## src/sv/pssh_ram.sv

```systemverilog
module pssh_ram #(
    parameter int WIDTH = 32,
    parameter int DEPTH = 64,
    localparam int AW = $clog2(DEPTH)
) (
    input  logic             i_clk,
    input  logic             i_wr_en,
    input  logic [AW-1:0]    i_wr_addr,
    input  logic [WIDTH-1:0] i_wr_data,
    input  logic             i_rd_en,
    input  logic [AW-1:0]    i_rd_addr,
    output logic [WIDTH-1:0] o_rd_data
);

    logic [WIDTH-1:0] r_mem [DEPTH];
    logic [WIDTH-1:0] r_rd_data;

    always_ff @(posedge i_clk) begin
        if (i_wr_en) begin
            r_mem[i_wr_addr] <= i_wr_data;
        end
        if (i_rd_en) begin
            r_rd_data <= r_mem[i_rd_addr];
        end
    end

    assign o_rd_data = r_rd_data;

endmodule

```

## config.mk

```make
export PLATFORM = sky130hd
export DESIGN_NAME = pssh_ram
export DESIGN_NICKNAME = d
export VERILOG_FILES = /design/src/sv/pssh_ram.sv
export SDC_FILE = /design/constraint.sdc
export NUM_CORES = 2
export LEC_CHECK = 0
export BUFFER_PORTS_ARGS = -buffer_cell sky130_fd_sc_hd__buf_2
export CAP_MARGIN = 10
export CORE_ASPECT_RATIO = 1.75
export CORE_MARGIN = 3
export CORE_UTILIZATION = 55
export CTS_CLUSTER_DIAMETER = 200
export DETAILED_ROUTE_END_ITERATION = 10
export PLACE_DENSITY = 0.71
export SLEW_MARGIN = 20
export SYNTH_ARGS = -nofsm -noshare
export SYNTH_HDL_FRONTEND = slang
export SYNTH_SLANG_ARGS = --single-unit
```

## constraint.sdc

```tcl
create_clock -name i_clk -period 6.05 [get_ports i_clk]
set_input_delay 0 -clock i_clk [delete_from_list [all_inputs] [get_ports i_clk]]
set_output_delay 0 -clock i_clk [all_outputs]
set_load 0.05 [all_outputs]
```

Word-level counts from Yosys, hierarchy flattened:

Memories as Yosys holds them, arrays and structs flattened. A register that Yosys moved wholly into a read port is not among the register bits.
Index checks and enable logic that the tools add are counted.
W data, S select, Z words.

* memory bits (writable): 2048
* register bits: 0
* input port bits: 47
* memories: 1
* output and inout port bits: 32
* logic and storage cells: 3

Memories
* r_mem: words 64, width 32, read ports 1, clocked after memory_dff 1, wr ports 1, RTL line 15 `logic [WIDTH-1:0] r_mem [DEPTH];`

* mux-type cells: 2

Operator list (number)
* $mux W1: 2

Logic depth before layout (Yosys ltp):

* depth after elaboration: 2
* gate-level depth with buffers: 10
* gate-level depth less buffers: 5

Worst setup path after synthesis:

OpenSTA, ideal clock, no wires.

* kind: input -> register
* start point: input port i_wr_addr[3]
* end point: memory r_mem[48][0], enable pin
* cell stages on the path: 4
* data required time: 5589 ps
* library setup time: 461 ps
* path slack: 2890 ps
* arrival time: 2699 ps
* path buffers: 1
* cells stage by stage: clkbuf_1 -> nor2b_1 -> nand4b_1 -> nor3_1

RTL lines
* from (decl): RTL line 8 `input logic [AW-1:0] i_wr_addr,`
* to (decl): RTL line 15

No word-level cell before the write port.

Final worst setup path:

* start point: input port i_wr_addr[1]
* end point: memory r_mem[43][13], enable pin

No word-level cell before the write port.

==> flow_metrics.py <==
metrics = {
    "run_status": {
        "status": "finished, final reports clean",
    },
    "floorplan": {
        "initial_utilization": 0.554,
        "rows": 183,
        "core_area_um2": 142000,
        "die_y_um": 507,
        "fp.dieArea_um2": 148000,
        "num_io_pins": 79,
        "die_w_um": 292,
    },
    "synth": {
        "syn-cell-area_um2": 78800,
        "ys_seq_area_frac": 0.792,
        "syn_inst": 3324,
        "ys_warn_count": 0,
        "ys_ff_latch": 2080,
        "syn-num-nets": 3371,
        "avgSynthCellArea_um2": 23.7,
        "synth.distinct_cells": 33,
    },
    "cts": {
        "clkSinkCount": 2080,
        "cts_root_buf": "clkbuf_16",
        "insertion_delay_ps": 800,
        "cts_made_buffers": 168,
        "hold_buffers": 25,
        "htreeDepth": 4,
        "cts.repair.resized": 0,
        "ctsLongestPathBuffers": 3,
        "cts_setup_buffers": 0,
        "cts.clk_slew.worst_paths_ps": 70,
        "cts_tree": "built",
    },
    "timing": {
        "drv_slew": 0,
        "fin_skew_ps": 26.1,
        "max_slew_margin": 0.240,
        "period_minus_slack_ps": 2750,
        "tns_ps": 0,
        "fmax_mhz": 363,
        "rsz0062_at_grt": "false",
        "hold_viol": 0,
        "tightest_slew_ps": 1140,
        "finalCritPeriodShare": 0.455,
        "final-setup-viol-count": 0,
    },
    "cells_and_area": {
        "drive_gt1_frac": 0.285,
        "area_delta_synth_final_pct": 11.9,
        "final_core_util": 0.621,
        "layout_commonest_cell": "edfxtp_1",
        "fillCellCount": 9285,
        "final_cell_mix": "edfxtp_1, mux4_2, clkbuf_16, buf_4, mux2i_1",
        "nNetsFinal": 3578,
    },
    "power_and_ir_drop": {
        "p_sw_mw": 6.00,
        "ir_drop_v": 0.000286,
        "p_int_mw": 22.9,
        "comb_power_share": 0.052,
        "p_clk_frac": 0.394,
        "swShare": 0.207,
        "powerDensity_nw_per_um2": 328,
        "seqPwrFrac": 0.554,
        "total_power_mw": 28.9,
        "leakage_nw": 27.3,
    },
    "worst_setup_path": {
        "path_cells": "dlygate4sd3_1 -> buf_2 -> nor2b_1 -> nand3_1 -> nor2_4 -> buf_4",
        "critical_path.max_stage_delay_ps": 940,
        "path_max_fanout": 18,
        "worstSetupEndpointType": "flip-flop",
        "worst_setup_path_start_kind": "input port",
        "crit_slowest_cell": "nor2_4",
        "required_ps": 6480,
        "crit_arrival_ps": 3180,
        "worstSetupPathType": "in -> reg",
    },
    "flow_run": {
        "drv_cap": 0,
    },
    "grt": {
        "grt_pass1_vias": 38100,
        "grt_start_max_net_pins": 116,
        "grt_antenna_before_repair": 16,
        "gr-usage-all-layers": 0.270,
        "grt_pass1_wl_mm": 280,
        "grt_overflow": 0,
    },
    "placed_design": {
        "place_congestion": 0.794,
        "dp_hpwl_mm": 109,
        "port_buffers": 78,
    },
    "route": {
        "vias": 37200,
        "drt-total-wl_mm": 197,
        "drc": 0,
        "drt_iter0_drc": 4564,
        "dr.pass1.iters": 7,
        "drtAntennaViolNets": 0,
        "vias_per_cell": 6.72,
        "wire_per_inst_um": 35.6,
    },
    "hold_path": {
        "hold_class": "in -> reg",
    },
}
synthesized netlist by cell type:
cell | n | area [um2]
or2_0 | 1 | 6.26
nand3b_1 | 5 | 37.5
or2_1 | 1 | 6.26
or2_2 | 1 | 6.26
nand2_1 | 26 | 97.6
mux4_2 | 544 | 12300
edfxtp_1 | 2080 | 62500
clkbuf_1 | 74 | 278
a41o_1 | 4 | 40.0
mux2i_1 | 93 | 931
buf_1 | 21 | 78.8
or3b_2 | 3 | 26.3
nand4_1 | 2 | 12.5
nand4b_1 | 1 | 8.76
and3_1 | 4 | 25.0
o32ai_1 | 4 | 35.0
o221ai_1 | 27 | 236
nor2_1 | 137 | 514
buf_6 | 5 | 56.3
a22oi_1 | 12 | 90.1
nor2b_1 | 15 | 93.8
or3b_1 | 2 | 17.5
o22ai_1 | 84 | 526
or3_1 | 3 | 18.8
nor3_1 | 7 | 35.0
a21oi_1 | 62 | 310
buf_2 | 57 | 285
a311oi_1 | 8 | 70.1
nand2b_1 | 8 | 50.1
buf_4 | 25 | 188
and2_1 | 2 | 12.5
nand3_1 | 5 | 25.0
a31oi_1 | 1 | 6.26
routing by layer:
metal  vias up  track usage  part of all wire
met5         -            0           0.00030
met2      2105        0.460              0.52
met1     19900        0.341              0.34
li1      14700            -                 -
met4        10        0.124             0.051
met3       467       0.0501             0.084
metrics by stage:
stage          area (um2)  cells  setup WS (ps)  hold WS (ps)
2_1_floorplan       78800   3324           2890          98.9
3_3_place_gp        82100   5173           2630           550
3_5_place_dp        82100   5173           2630           546
4_1_cts             88000   5505           3390         0.884
5_1_grt             88200   5520           3280          48.1
6_report            88200   5530           3300          56.5
worst max-delay path: cells and delay by family:
family	cells	cell delay [ps]
buffers and inverters	3	1390
AND/OR/NAND/NOR	3	1740
flip-flops by register name, summed over array words and instances, names as in the netlist:
name	cells
o_rd_data	32
r_mem	2048
path summary, 6_finish.rpt:
path,cells past startpoint,endpoint,from,slack [ps]
max,6,r_mem[43][13],i_wr_addr[1],3300
min,3,r_mem[53][25],i_wr_addr[0],60
max reg2reg,4,o_rd_data[11],r_mem[27][11],3640
min reg2reg,4,o_rd_data[8],r_mem[12][8],790
power groups by stage:
stage               registers [mW]  logic [mW]  clock network, mW
floorplan                     16.4       0.776                  0
global route                  16.0        1.57               12.1
detailed placement            16.3        1.48                  0
CTS                           16.0        1.49               11.5
finish                        16.0        1.49               11.4
global placement              16.3        1.46                  0
final cells by class:
| type | count | area, um2 | area share |
|---|---|---|---|
| multi-input cells | 1062 | 16000 | 0.181 |
| repair buffers | 219 | 1750 | 0.0199 |
| diodes | 12 | 30.0 | 0.000340 |
| flip-flops and latches | 2080 | 62500 | 0.708 |
| well taps | 1850 | 2310 | 0.0262 |
| clock buffers | 198 | 4440 | 0.0504 |
| clock inverters | 109 | 1250 | 0.0142 |
cells by family after synthesis:
logic type / count (synthesis) / synth area share
AO/OA/AOI/OAI: 202 / 0.0167
multiplexers: 637 / 0.167
buffers and inverters: 182 / 0.0112
AND/OR/NAND/NOR: 223 / 0.0126
flip-flops: 2080 / 0.792
No activity file was read; power rests on OpenSTA's default activity.
